===== src/design/assert_macros.svh =====
// Assertion helpers for the design files.
// Each macro expects signals named clk and rst_n in the scope where it is used.
`ifndef ASSERT_MACROS_SVH
`define ASSERT_MACROS_SVH

// Consequent must hold in the same cycle as the antecedent
`define ASSERT_IMPL(label, ante, cons) \
    label: assert property (@(posedge clk) disable iff (!rst_n) (ante) |-> (cons)) \
        else $error("same-cycle check failed");

// Consequent must hold in the cycle after the antecedent
`define ASSERT_NEXT(label, ante, cons) \
    label: assert property (@(posedge clk) disable iff (!rst_n) (ante) |=> (cons)) \
        else $error("next-cycle check failed");

`endif


===== src/design/ccrf_pkg.sv =====
`timescale 1ns / 1ps

package ccrf_pkg;

    // Register file geometry and field widths
    localparam int REG_COUNT = 24;
    localparam int REG_IDX_W = $clog2(REG_COUNT);
    localparam int CMD_W     = 2;
    localparam int OFF_W     = 5;
    localparam int DATA_W    = 8;

    typedef logic [DATA_W-1:0]    data_t;
    typedef logic [OFF_W-1:0]     off_t;
    typedef logic [REG_IDX_W-1:0] idx_t;

    // Command codes carried by an input item
    typedef enum logic [CMD_W-1:0] {
        CMD_TICK  = 2'd0,
        CMD_READ  = 2'd1,
        CMD_WRITE = 2'd2,
        CMD_NOP   = 2'd3
    } cmd_t;

    // Calendar entries within the file
    localparam idx_t SEC_IDX  = REG_IDX_W'(2);
    localparam idx_t MIN_IDX  = REG_IDX_W'(3);
    localparam idx_t HOUR_IDX = REG_IDX_W'(4);
    localparam idx_t WDAY_IDX = REG_IDX_W'(5);
    localparam idx_t MDAY_IDX = REG_IDX_W'(6);
    localparam idx_t MON_IDX  = REG_IDX_W'(7);
    localparam idx_t YEAR_IDX = REG_IDX_W'(9);

    // Counter limits
    localparam int SEC_LIMIT  = 60;
    localparam int MIN_LIMIT  = 60;
    localparam int HOUR_LIMIT = 24;
    localparam int WEEK_DAYS  = 7;
    localparam int MONTHS     = 12;
    localparam int YEAR_SPAN  = 100;

    // Month length; year is the offset from 2000, so within 0..255 only
    // 2100 and 2200 are century years that are not leap
    function automatic data_t days_in_month(data_t month, data_t year);
        logic leap;
        data_t days;
        leap = (year[1:0] == 2'b00) && (year != 8'd100) && (year != 8'd200);
        unique case (month)
            8'd2:                        days = leap ? 8'd29 : 8'd28;
            8'd4, 8'd6, 8'd9, 8'd11:     days = 8'd30;
            default:                     days = 8'd31;
        endcase
        return days;
    endfunction

    // (w mod 7) + 1: quotient by reciprocal 73/512, one correction step
    function automatic data_t wday_next(data_t w);
        logic [14:0] prod;
        logic [5:0]  quot;
        logic [8:0]  rem;
        prod = 15'(w) * 15'd73;
        quot = prod[14:9];
        rem  = 9'(w) - (9'(quot) * 9'(WEEK_DAYS));
        if (rem >= 9'(WEEK_DAYS))
        begin
            rem = rem - 9'(WEEK_DAYS);
        end
        return 8'(rem + 9'd1);
    endfunction

    // (y + 1) mod 100 for any byte value
    function automatic data_t year_next(data_t y);
        logic [8:0] sum;
        sum = 9'(y) + 9'd1;
        if (sum >= 9'(2 * YEAR_SPAN))
        begin
            sum = sum - 9'(2 * YEAR_SPAN);
        end
        else if (sum >= 9'(YEAR_SPAN))
        begin
            sum = sum - 9'(YEAR_SPAN);
        end
        return 8'(sum);
    endfunction

endpackage


===== src/design/ccrf_req_if.sv =====
`timescale 1ns / 1ps

// Request channel: tick, read or write item
interface ccrf_req_if;
    logic                          valid;
    logic                          ready;
    logic [ccrf_pkg::CMD_W-1:0]    cmd;
    logic [ccrf_pkg::OFF_W-1:0]    reg_offset;
    logic [ccrf_pkg::DATA_W-1:0]   write_value;

    modport source (output valid, output cmd, output reg_offset, output write_value,
                    input ready);
    modport sink   (input valid, input cmd, input reg_offset, input write_value,
                    output ready);
endinterface


===== src/design/ccrf_rsp_if.sv =====
`timescale 1ns / 1ps

// Response channel: one item per read
interface ccrf_rsp_if;
    logic                          valid;
    logic                          ready;
    logic [ccrf_pkg::DATA_W-1:0]   read_value;

    modport source (output valid, output read_value, input ready);
    modport sink   (input valid, input read_value, output ready);
endinterface


===== src/design/calendar_clock_register_file_unit.sv =====
`timescale 1ns / 1ps
`include "assert_macros.svh"

// Calendar clock register file: 24 byte entries with a binary calendar.
// req carries one item per handshake: a one-second tick, a read or a write.
// rsp carries one item per read, holding the addressed byte (0 beyond the file).
// Ticks, writes and the spare command give no response item.
// An accepted item lands in an input register; from there it is executed
// against the file (tick cascade or write) and a read loads the output register.
// A read passes from the input register to the output register, which drives rsp.valid.
// Throughput: one item per cycle (single execute stage) unless a read waits on a
// stalled rsp; the tick cascade runs compare/increment steps on calendar entries.
// Items are executed strictly in order, so a read sees every earlier write/tick.
// When rsp is stalled, a waiting read holds in the input register and req.ready
// drops; ticks and writes behind a taken response still flow.
// Reset (rst_n low, asynchronous) clears every entry, the input valid flag and
// command, and the output valid flag; the calendar starts from all zero.
module calendar_clock_register_file_unit (
    input  logic          clk,
    input  logic          rst_n,
    ccrf_req_if.sink      req,
    ccrf_rsp_if.source    rsp
);
    import ccrf_pkg::*;

    // Input stage
    logic  s1_valid_reg, s1_valid_next;
    cmd_t  s1_cmd_reg,   s1_cmd_next;
    off_t  s1_off_reg,   s1_off_next;
    data_t s1_val_reg,   s1_val_next;

    // Register file
    data_t regs_reg  [REG_COUNT];
    data_t regs_next [REG_COUNT];

    // Output register
    logic  rsp_valid_reg, rsp_valid_next;
    data_t rsp_data_reg,  rsp_data_next;

    logic  out_free;
    logic  s1_fire;
    logic  in_fire;
    logic  off_ok;
    idx_t  s1_idx;
    data_t rd_data;

    // Execute strobes for the checks
    logic  rd_fire, wr_fire, sec_step;

    // Tick cascade terms
    logic [8:0] sec_sum, min_sum, hour_sum, mday_sum, mon_sum;
    data_t      month_days;

    // Handshake control
    always_comb
    begin
        out_free  = !rsp_valid_reg || rsp.ready;
        s1_fire   = s1_valid_reg && ((s1_cmd_reg != CMD_READ) || out_free);
        req.ready = !s1_valid_reg || s1_fire;
        in_fire   = req.valid && req.ready;
    end

    // Input stage load
    always_comb
    begin
        s1_valid_next = s1_valid_reg;
        s1_cmd_next   = s1_cmd_reg;
        s1_off_next   = s1_off_reg;
        s1_val_next   = s1_val_reg;
        if (in_fire)
        begin
            s1_valid_next = 1'b1;
            s1_cmd_next   = cmd_t'(req.cmd);
            s1_off_next   = req.reg_offset;
            s1_val_next   = req.write_value;
        end
        else if (s1_fire)
        begin
            s1_valid_next = 1'b0;
        end
    end

    // Addressed entry
    always_comb
    begin
        off_ok  = (32'(s1_off_reg) < 32'(REG_COUNT));
        s1_idx  = REG_IDX_W'(s1_off_reg);
        rd_data = off_ok ? regs_reg[s1_idx] : '0;
    end

    // Counter sums, one bit wider than a byte
    always_comb
    begin
        sec_sum    = 9'(regs_reg[SEC_IDX]) + 9'd1;
        min_sum    = 9'(regs_reg[MIN_IDX]) + 9'd1;
        hour_sum   = 9'(regs_reg[HOUR_IDX]) + 9'd1;
        mday_sum   = 9'(regs_reg[MDAY_IDX]) + 9'd1;
        mon_sum    = 9'(regs_reg[MON_IDX]) + 9'd1;
        month_days = days_in_month(regs_reg[MON_IDX], regs_reg[YEAR_IDX]);
    end

    // Execute: tick cascade or write
    always_comb
    begin
        regs_next = regs_reg;
        if (s1_fire)
        begin
            unique case (s1_cmd_reg)
                CMD_TICK:
                begin
                    if (sec_sum < 9'(SEC_LIMIT))
                    begin
                        regs_next[SEC_IDX] = sec_sum[7:0];
                    end
                    else
                    begin
                        regs_next[SEC_IDX] = '0;
                        if (min_sum < 9'(MIN_LIMIT))
                        begin
                            regs_next[MIN_IDX] = min_sum[7:0];
                        end
                        else
                        begin
                            regs_next[MIN_IDX] = '0;
                            if (hour_sum < 9'(HOUR_LIMIT))
                            begin
                                regs_next[HOUR_IDX] = hour_sum[7:0];
                            end
                            else
                            begin
                                regs_next[HOUR_IDX] = '0;
                                regs_next[WDAY_IDX] = wday_next(regs_reg[WDAY_IDX]);
                                if (mday_sum <= 9'(month_days))
                                begin
                                    regs_next[MDAY_IDX] = mday_sum[7:0];
                                end
                                else
                                begin
                                    regs_next[MDAY_IDX] = 8'd1;
                                    if (mon_sum <= 9'(MONTHS))
                                    begin
                                        regs_next[MON_IDX] = mon_sum[7:0];
                                    end
                                    else
                                    begin
                                        regs_next[MON_IDX]  = 8'd1;
                                        regs_next[YEAR_IDX] = year_next(regs_reg[YEAR_IDX]);
                                    end
                                end
                            end
                        end
                    end
                end
                CMD_WRITE:
                begin
                    if (off_ok)
                    begin
                        regs_next[s1_idx] = s1_val_reg;
                    end
                end
                CMD_READ, CMD_NOP:
                begin
                end
            endcase
        end
    end

    // Output register load
    always_comb
    begin
        rsp_valid_next = rsp_valid_reg && !rsp.ready;
        rsp_data_next  = rsp_data_reg;
        if (s1_fire && (s1_cmd_reg == CMD_READ))
        begin
            rsp_valid_next = 1'b1;
            rsp_data_next  = rd_data;
        end
    end

    // Control and file registers
    always_ff @(posedge clk or negedge rst_n)
    begin
        if (!rst_n)
        begin
            s1_valid_reg  <= 1'b0;
            s1_cmd_reg    <= CMD_NOP;
            rsp_valid_reg <= 1'b0;
            for (int i = 0; i < REG_COUNT; i++)
            begin
                regs_reg[i] <= '0;
            end
        end
        else
        begin
            s1_valid_reg  <= s1_valid_next;
            s1_cmd_reg    <= s1_cmd_next;
            rsp_valid_reg <= rsp_valid_next;
            regs_reg      <= regs_next;
        end
    end

    // Payload registers
    always_ff @(posedge clk)
    begin
        s1_off_reg   <= s1_off_next;
        s1_val_reg   <= s1_val_next;
        rsp_data_reg <= rsp_data_next;
    end

    assign rsp.valid      = rsp_valid_reg;
    assign rsp.read_value = rsp_data_reg;

    // Strobes seen by the checks
    always_comb
    begin
        rd_fire  = s1_fire && (s1_cmd_reg == CMD_READ);
        wr_fire  = s1_fire && (s1_cmd_reg == CMD_WRITE) && off_ok;
        sec_step = s1_fire && (s1_cmd_reg == CMD_TICK) && (sec_sum < 9'(SEC_LIMIT));
    end

    // Checks
    `ASSERT_NEXT(a_read_gives_rsp, rd_fire, rsp_valid_reg)
    `ASSERT_NEXT(a_write_lands, wr_fire, regs_reg[$past(s1_idx)] == $past(s1_val_reg))
    `ASSERT_NEXT(a_sec_step, sec_step, regs_reg[SEC_IDX] == $past(sec_sum[7:0]))

endmodule

===== src/flat_wrapper.sv =====
// flat-port wrapper written by rule: the top's interface ports become plain ports
module calendar_clock_register_file_unit_flat import ccrf_pkg::*;
  (clk, rst_n, req_valid, req_cmd, req_reg_offset, req_write_value, req_ready, rsp_valid, rsp_read_value, rsp_ready);
  ccrf_req_if req_i ();
  ccrf_rsp_if rsp_i ();
  input  logic clk;
  input  logic rst_n;
  input wire logic [$bits(req_i.valid)-1:0] req_valid;
  input wire logic [$bits(req_i.cmd)-1:0] req_cmd;
  input wire logic [$bits(req_i.reg_offset)-1:0] req_reg_offset;
  input wire logic [$bits(req_i.write_value)-1:0] req_write_value;
  output wire logic [$bits(req_i.ready)-1:0] req_ready;
  output wire logic [$bits(rsp_i.valid)-1:0] rsp_valid;
  output wire logic [$bits(rsp_i.read_value)-1:0] rsp_read_value;
  input wire logic [$bits(rsp_i.ready)-1:0] rsp_ready;
  assign req_i.valid = req_valid;
  assign req_i.cmd = req_cmd;
  assign req_i.reg_offset = req_reg_offset;
  assign req_i.write_value = req_write_value;
  assign req_ready = req_i.ready;
  assign rsp_valid = rsp_i.valid;
  assign rsp_read_value = rsp_i.read_value;
  assign rsp_i.ready = rsp_ready;
  calendar_clock_register_file_unit u_core (.clk(clk), .rst_n(rst_n), .req(req_i), .rsp(rsp_i));
endmodule

===== config.mk =====
export PLATFORM = sky130hd
export DESIGN_NAME = calendar_clock_register_file_unit_flat
export DESIGN_NICKNAME = d
export VERILOG_FILES = /design/src/design/ccrf_pkg.sv /design/src/design/ccrf_req_if.sv /design/src/design/ccrf_rsp_if.sv /design/src/design/calendar_clock_register_file_unit.sv /design/src/flat_wrapper.sv
export VERILOG_INCLUDE_DIRS = /design/src /design/src/design
export SDC_FILE = /design/constraint.sdc
export NUM_CORES = 1
export LEC_CHECK = 0
export ABC_AREA = 1
export ABC_CLOCK_PERIOD_IN_PS = 8700
export BUFFER_PORTS_ARGS = -buffer_cell sky130_fd_sc_hd__buf_2
export CAP_MARGIN = 10
export CELL_PAD_IN_SITES_DETAIL_PLACEMENT = 1
export CELL_PAD_IN_SITES_GLOBAL_PLACEMENT = 1
export CORE_ASPECT_RATIO = 1.75
export CORE_UTILIZATION = 50
export CTS_BUF_LIST = sky130_fd_sc_hd__clkbuf_8
export DETAILED_ROUTE_END_ITERATION = 7
export PLACE_DENSITY_LB_ADDON = 0.1
export SYNTH_ARGS = -nofsm -noshare
export SYNTH_HDL_FRONTEND = slang
export SYNTH_SLANG_ARGS = --single-unit

===== constraint.sdc =====
create_clock -name clk -period 8.7 [get_ports clk]
set_input_delay 0.435 -clock clk [delete_from_list [all_inputs] [get_ports clk]]
set_output_delay 0.435 -clock clk [all_outputs]
set_load 0.02 [all_outputs]

==> results of run 1 <==
-- critical path: cells and delay by family, from the launching register on --
family,cells,cell delay [ns]
simple gates,18,1.90
buf+inv,5,0.26
compound gates,6,1.28
xor+xnor,1,0.33
flops,1,0.41
fa+ha+maj,8,2.67
-- layout make-up --
type                            count  area (sq um)  area share, %
Antenna cell                        1          2.50         0.0181
Clock buffer                       47           647           4.68
Clock inverter                     17           108          0.778
Inverter                          168           632           4.57
Multi-Input combinational cell   1076          6260           45.3
Sequential cell                   217          5540           40.0
Tap cell                          312           390           2.82
Timing Repair Buffer               40           251           1.82
-- how the worst max path moves through the flow --
stage / start / to / slack, ns
global route: u_core.regs_reg[148]$_DFFE_PN0P_ / u_core.regs_reg[145]$_DFFE_PN0P_ / 1.32
global placement: u_core.regs_reg[148]$_DFFE_PN0P_ / u_core.regs_reg[150]$_DFFE_PN0P_ / 2.07
finish: u_core.regs_reg[148]$_DFFE_PN0P_ / u_core.regs_reg[150]$_DFFE_PN0P_ / 1.78
CTS: u_core.regs_reg[148]$_DFFE_PN0P_ / u_core.regs_reg[150]$_DFFE_PN0P_ / 1.81
detailed placement: u_core.regs_reg[148]$_DFFE_PN0P_ / u_core.regs_reg[150]$_DFFE_PN0P_ / 1.85
floorplan: u_core.regs_reg[148]$_DFFE_PN0P_ / u_core.regs_reg[150]$_DFFE_PN0P_ / 2.65
-- cells in the final DEF, fill, tap and decap left out, drive strengths merged, types with 4 or more instances in the layout --
cell type	Yosys	final
fa	5	5
a221oi	8	8
clkbuf	49	48
a31oi	12	12
dfrtp	194	194
o21ai	199	199
a22oi	87	87
o22ai	26	26
nor3	17	17
clkinv	8	14
o32ai	4	4
nand3	69	69
nand2	382	382
inv	160	168
ha	61	61
edfxtp	21	21
o221ai	11	11
buf	4	39
xor2	35	35
nor2	79	79
xnor2	6	6
nor4	7	7
nand4	12	12
a21oi	34	34
o21bai	4	4
-- per-layer routing --
| layer | routed length [um] | up-vias | part of all wire [%] | global-route usage, % |
|---|---|---|---|---|
| met5 | 0 | - | 0 | 0 |
| met4 | 3370 | 0 | 8.4 | 24.6 |
| met3 | 1240 | 154 | 3.1 | 3.86 |
| met2 | 21100 | 246 | 53 | 59.9 |
| met1 | 14200 | 5387 | 36 | 33.7 |
| li1 | - | 5218 | - | - |
-- cell families (layout without fill, tap and decap cells) --
kind of cell             count (synthesis)  in the layout  synth area share, %
AO/OA/AOI/OAI                          400            400                 19.7
XOR/XNOR                                41             41                 2.90
adder cells (fa/ha/maj)                 66             66                 6.83
buffers and inverters                  221            272                 6.70
flip-flops                             217            217                 43.8
other                                    0              1                    0
AND/OR/NAND/NOR                        569            569                 20.0
-- stage by stage --
| step | area, sq um | worst slack, ns | std cells |
|---|---|---|---|
| floorplan | 12600 | 2.65 | 1514 |
| global placement | 13100 | 2.07 | 1812 |
| detailed placement | 13100 | 1.85 | 1812 |
| CTS | 13800 | 1.81 | 1876 |
| global route | 13800 | 1.32 | 1878 |
| finish | 13800 | 1.78 | 1878 |
==> impl_metrics.ini, run 1 <==
[outcome]
status = complete, no violations

[sta]
setup_violations = 0
fin_crit_sh_pct = 79.6
rsz0062_at_grt = no
finalSetupTns_ns = 0
clock_skew_ns = 0.0271
fmax_mhz = 144
period_minus_slack_ns = 6.92
slew_violations = 0
worst_pin_slew_ns = 0.901
hold_ws_ns = 0.0121
finalHoldViolations = 0
slew_headroom_pct = 39.5

[cells_and_area]
finalNetCount = 1623
fin_util_pct = 55.9
largest_reg_flops = 192
drive_gt1_share_pct = 10.4
fillers = 3025
areaGrowthSynthToFinish_pct = 9.49

[setup_path]
timing.rr.start = u_core.regs_reg[148]$_DFFE_PN0P_
start_kind = register
worst_ep_required_time_ns = 9.18
cp_max_fo = 14
crit_slowest_cell = fa_1
critical-path-max-stage-delay_ns = 0.49
timing.rr.end = u_core.regs_reg[150]$_DFFE_PN0P_
cp-end-kind = register
rr_worst_depth = 38
critPathMostFrequentCell = nand2_1
cp.arrival_ns = 7.41
rrSetupSlack_ns = 1.78
crit_type = register to register

[clocking]
clock_latency_ns = 0.55
cts_buffers = 35
htreeDepth = 2
path_clk_slew_ns = 0.07
cts_tree = done
cts_sinks = 217
cts_buffer_depth = 3
cts_hold_buf = 0
post_cts_buffers = 0
clock_tree.root_cell = clkbuf_8
postCtsResizedCells = 0

[synthesis]
ys.flop_type = dfrtp_1
yosys_warnings = 0
synth_edf_count = 21
yosysMostFrequentCell = nand2_1
synthTopCellsByCount = nand2_1 (362), dfrtp_1 (194), o21ai_0 (194)
syn-num-nets = 1599
ys_seq_area_share_pct = 43.8
synth-seq-cells = 217
syn_avg_cell_area_sq_um = 8.34
syn_inst = 1514
synth_cell_types = 64
synthesis.area_sq_um = 12600
synth_top_cells_by_area = dfrtp_1 (38%), nand2_1 (11%), o21ai_0 (7.7%), ha_1 (6.0%), a22oi_1 (5.2%)
async_flop_share_pct = 90.3
synth_top_cell_by_area = dfrtp_1
synth.top_cell.area_share_pct = 38.4

[routing]
via_per_inst = 5.86
dr.pass1.iters = 5
ant_nets = 0
via_count = 11000
drc_errors = 0
detail_route.wl_per_cell_um = 21.3
first_iter_violations = 544
routed_wl_um = 39900

[global_route]
grt_usage_pct = 32.8
overflow = 0
grt_start_max_net_pins = 110
grt_pass1_wl_um = 64100
antenna_found_initial = 1
grt_pass1_vias = 12000

[place]
dpl.hpwl_um = 29600
io_buffers = 28
gp_congestion = 0.922

[die]
core_sq_um = 24700
die_y_um = 212
io_pins = 29
die_w_um = 122
rows = 76
die_area_sq_um = 25900
initial_core_util_pct = 51.1

[hold_path]
hold_class = input port to asynchronous set/reset pin

[run]
drv_cap = 0
Power of run 1 is not shown: default switching activity piles up to over one toggle a cycle in this logic, so the estimate is an artifact.
==> inputs of run 2 (changes only) <==
--- a/config.mk
+++ b/config.mk
@@ -7,7 +7,7 @@
 export NUM_CORES = 1
 export LEC_CHECK = 0
 export ABC_AREA = 1
-export ABC_CLOCK_PERIOD_IN_PS = 8700
+export ABC_CLOCK_PERIOD_IN_PS = 7200
 export BUFFER_PORTS_ARGS = -buffer_cell sky130_fd_sc_hd__buf_2
 export CAP_MARGIN = 10
 export CELL_PAD_IN_SITES_DETAIL_PLACEMENT = 1
==> constraint.sdc (replaced) <==
create_clock -name clk -period 7.2 [get_ports clk]
set_input_delay 0.36 -clock clk [delete_from_list [all_inputs] [get_ports clk]]
set_output_delay 0.36 -clock clk [all_outputs]
set_load 0.02 [all_outputs]
==> run 2 against run 1 <==
  * First-iteration DRC count shrank 10%
  * Sequential cell count unchanged
  * Clock skew decreased by 0.0093 ns
==> impl_metrics.ini, run 2 (same netlist as run 1, synthesis figures left out) <==
[outcome]
status = complete, no violations

[global_route]
grt_usage_pct = 33.0
grt_pass1_wl_um = 64800
grt_pass1_vias = 12000
grt_start_max_net_pins = 79
overflow = 0
antenna_found_initial = 0

[hold_path]
hold_class = input port to register

[die]
core_sq_um = 24700
initial_core_util_pct = 51.1
io_pins = 29
die_area_sq_um = 25900
die_w_um = 122
die_y_um = 212
rows = 76

[cells_and_area]
layout_commonest_cell = nand2_1
stdcell_area_sq_um = 13900
largest_reg_flops = 192
drive_gt1_share_pct = 10.5
final_cell_mix = nand2_1 (362), o21ai_0 (194), dfrtp_1 (194)
areaGrowthSynthToFinish_pct = 10.2
fin_cells = 1886
finalNetCount = 1633
num_antenna_cells = 0

[sta]
fmax_mhz = 148
finalHoldViolations = 0
slew_headroom_pct = 33.9
rsz0062_at_grt = no
fin_crit_sh_pct = 93.9
finalSetupTns_ns = 0
slew_violations = 0
clock_skew_ns = 0.0178
setup_violations = 0
period_minus_slack_ns = 6.76
worst_pin_slew_ns = 0.992

[routing]
drc_errors = 0
first_iter_violations = 488
routed_wl_um = 40700
via_per_inst = 5.92
detail_route.wl_per_cell_um = 21.6
via_count = 11200
ant_nets = 0
dr.pass1.iters = 5

[setup_path]
start_kind = register
cp-end-kind = register
cp.arrival_ns = 7.20
crit_type = register to register
crit_slowest_cell = fa_1
critPathMostFrequentCell = nand2_1
worst_ep_required_time_ns = 7.64
cp_max_fo = 6
critical-path-max-stage-delay_ns = 0.52

[clocking]
path_clk_slew_ns = 0.06
cts_tree = done
cts_buffer_depth = 3
cts_buffers = 34
clock_tree.root_cell = clkbuf_8
cts_sinks = 217
htreeDepth = 2
clock_latency_ns = 0.52

[place]
dpl_cell_area_sq_um = 13100
dpl.hpwl_um = 29900
gp_congestion = 0.929
dp.cells = 1813
io_buffers = 28

[run]
drv_cap = 0
## run 2: cell count changes in the layout (fill, tap and decap cells not counted), sizes merged
| cell | previous run | this run |
|---|---|---|
| inv | 168 | 170 |
| clkbuf | 48 | 43 |
| clkinv | 14 | 15 |
| diode | 1 | 0 |
| dlygate4sd3 | 0 | 8 |
| clkinvlp | 2 | 0 |
| bufinv | 1 | 3 |
| buf | 39 | 42 |
## run 2: what timing repair did
action                                  CTS  global route
hold buffers                              7             1
endpoints found under the hold margin    62             1
buffers inserted                          0             3
endpoints found under the setup margin    0             7
gates resized for setup                   0             4
## run 2: area by class of cell
type,instances,area (sq um)
clock buffer,42,578
clock inverter,20,168
fill,3031,10800
inverter,168,632
multi-input combinational,1076,6280
sequential,217,5540
tap,312,390
timing repair buffer,51,342
## run 2: per-layer routing
layer | GRT usage (%) | vias up | wire [um]
li1 | - | 5224 | -
met4 | 22.8 | 0 | 3130
met2 | 60.8 | 260 | 21500
met5 | 0 | - | 0
met3 | 3.76 | 147 | 1240
met1 | 34.3 | 5526 | 14800
## run 2: worst paths after layout
path	startpoint	endpoint	slack [ns]	cells past startpoint
worst max register to register	u_core.regs_reg[145]$_DFFE_PN0P_	u_core.regs_reg[150]$_DFFE_PN0P_	0.44	37
worst max-delay path	u_core.regs_reg[145]$_DFFE_PN0P_	u_core.regs_reg[150]$_DFFE_PN0P_	0.44	37
worst min register to register	u_core.regs_reg[94]$_DFFE_PN0P_	u_core.regs_reg[94]$_DFFE_PN0P_	0.49	2
max in group asynchronous	rst_n	u_core.regs_reg[153]$_DFFE_PN0P_	5.38	3
min in group asynchronous	rst_n	u_core.regs_reg[12]$_DFFE_PN0P_	0.39	2
worst min-delay path	req_reg_offset[2]	u_core.s1_idx[2]$_DFFE_PP_	0.03	1
## run 2: worst max-delay path, delay by kind of cell, from the launching register on
| family | cells | cell delay [ns] |
|---|---|---|
| fa+ha+maj | 8 | 2.68 |
| xor+xnor | 2 | 0.54 |
| compound gates | 5 | 0.93 |
| flops | 1 | 0.41 |
| buf+inv | 6 | 0.37 |
| simple gates | 16 | 1.74 |
## run 2: per-stage QoR
stage	setup WS [ns]	hold WS, ns	utilization [%]
after floorplan	1.15	0.0644	-
after global placement	0.567	0.373	52.8
after detailed placement	0.114	0.381	52.8
after CTS	0.0846	0.00390	56.1
after global routing	0.0138	0.0190	56.3
final	0.437	0.0270	56.3
Power of run 2 is left out for the same reason.
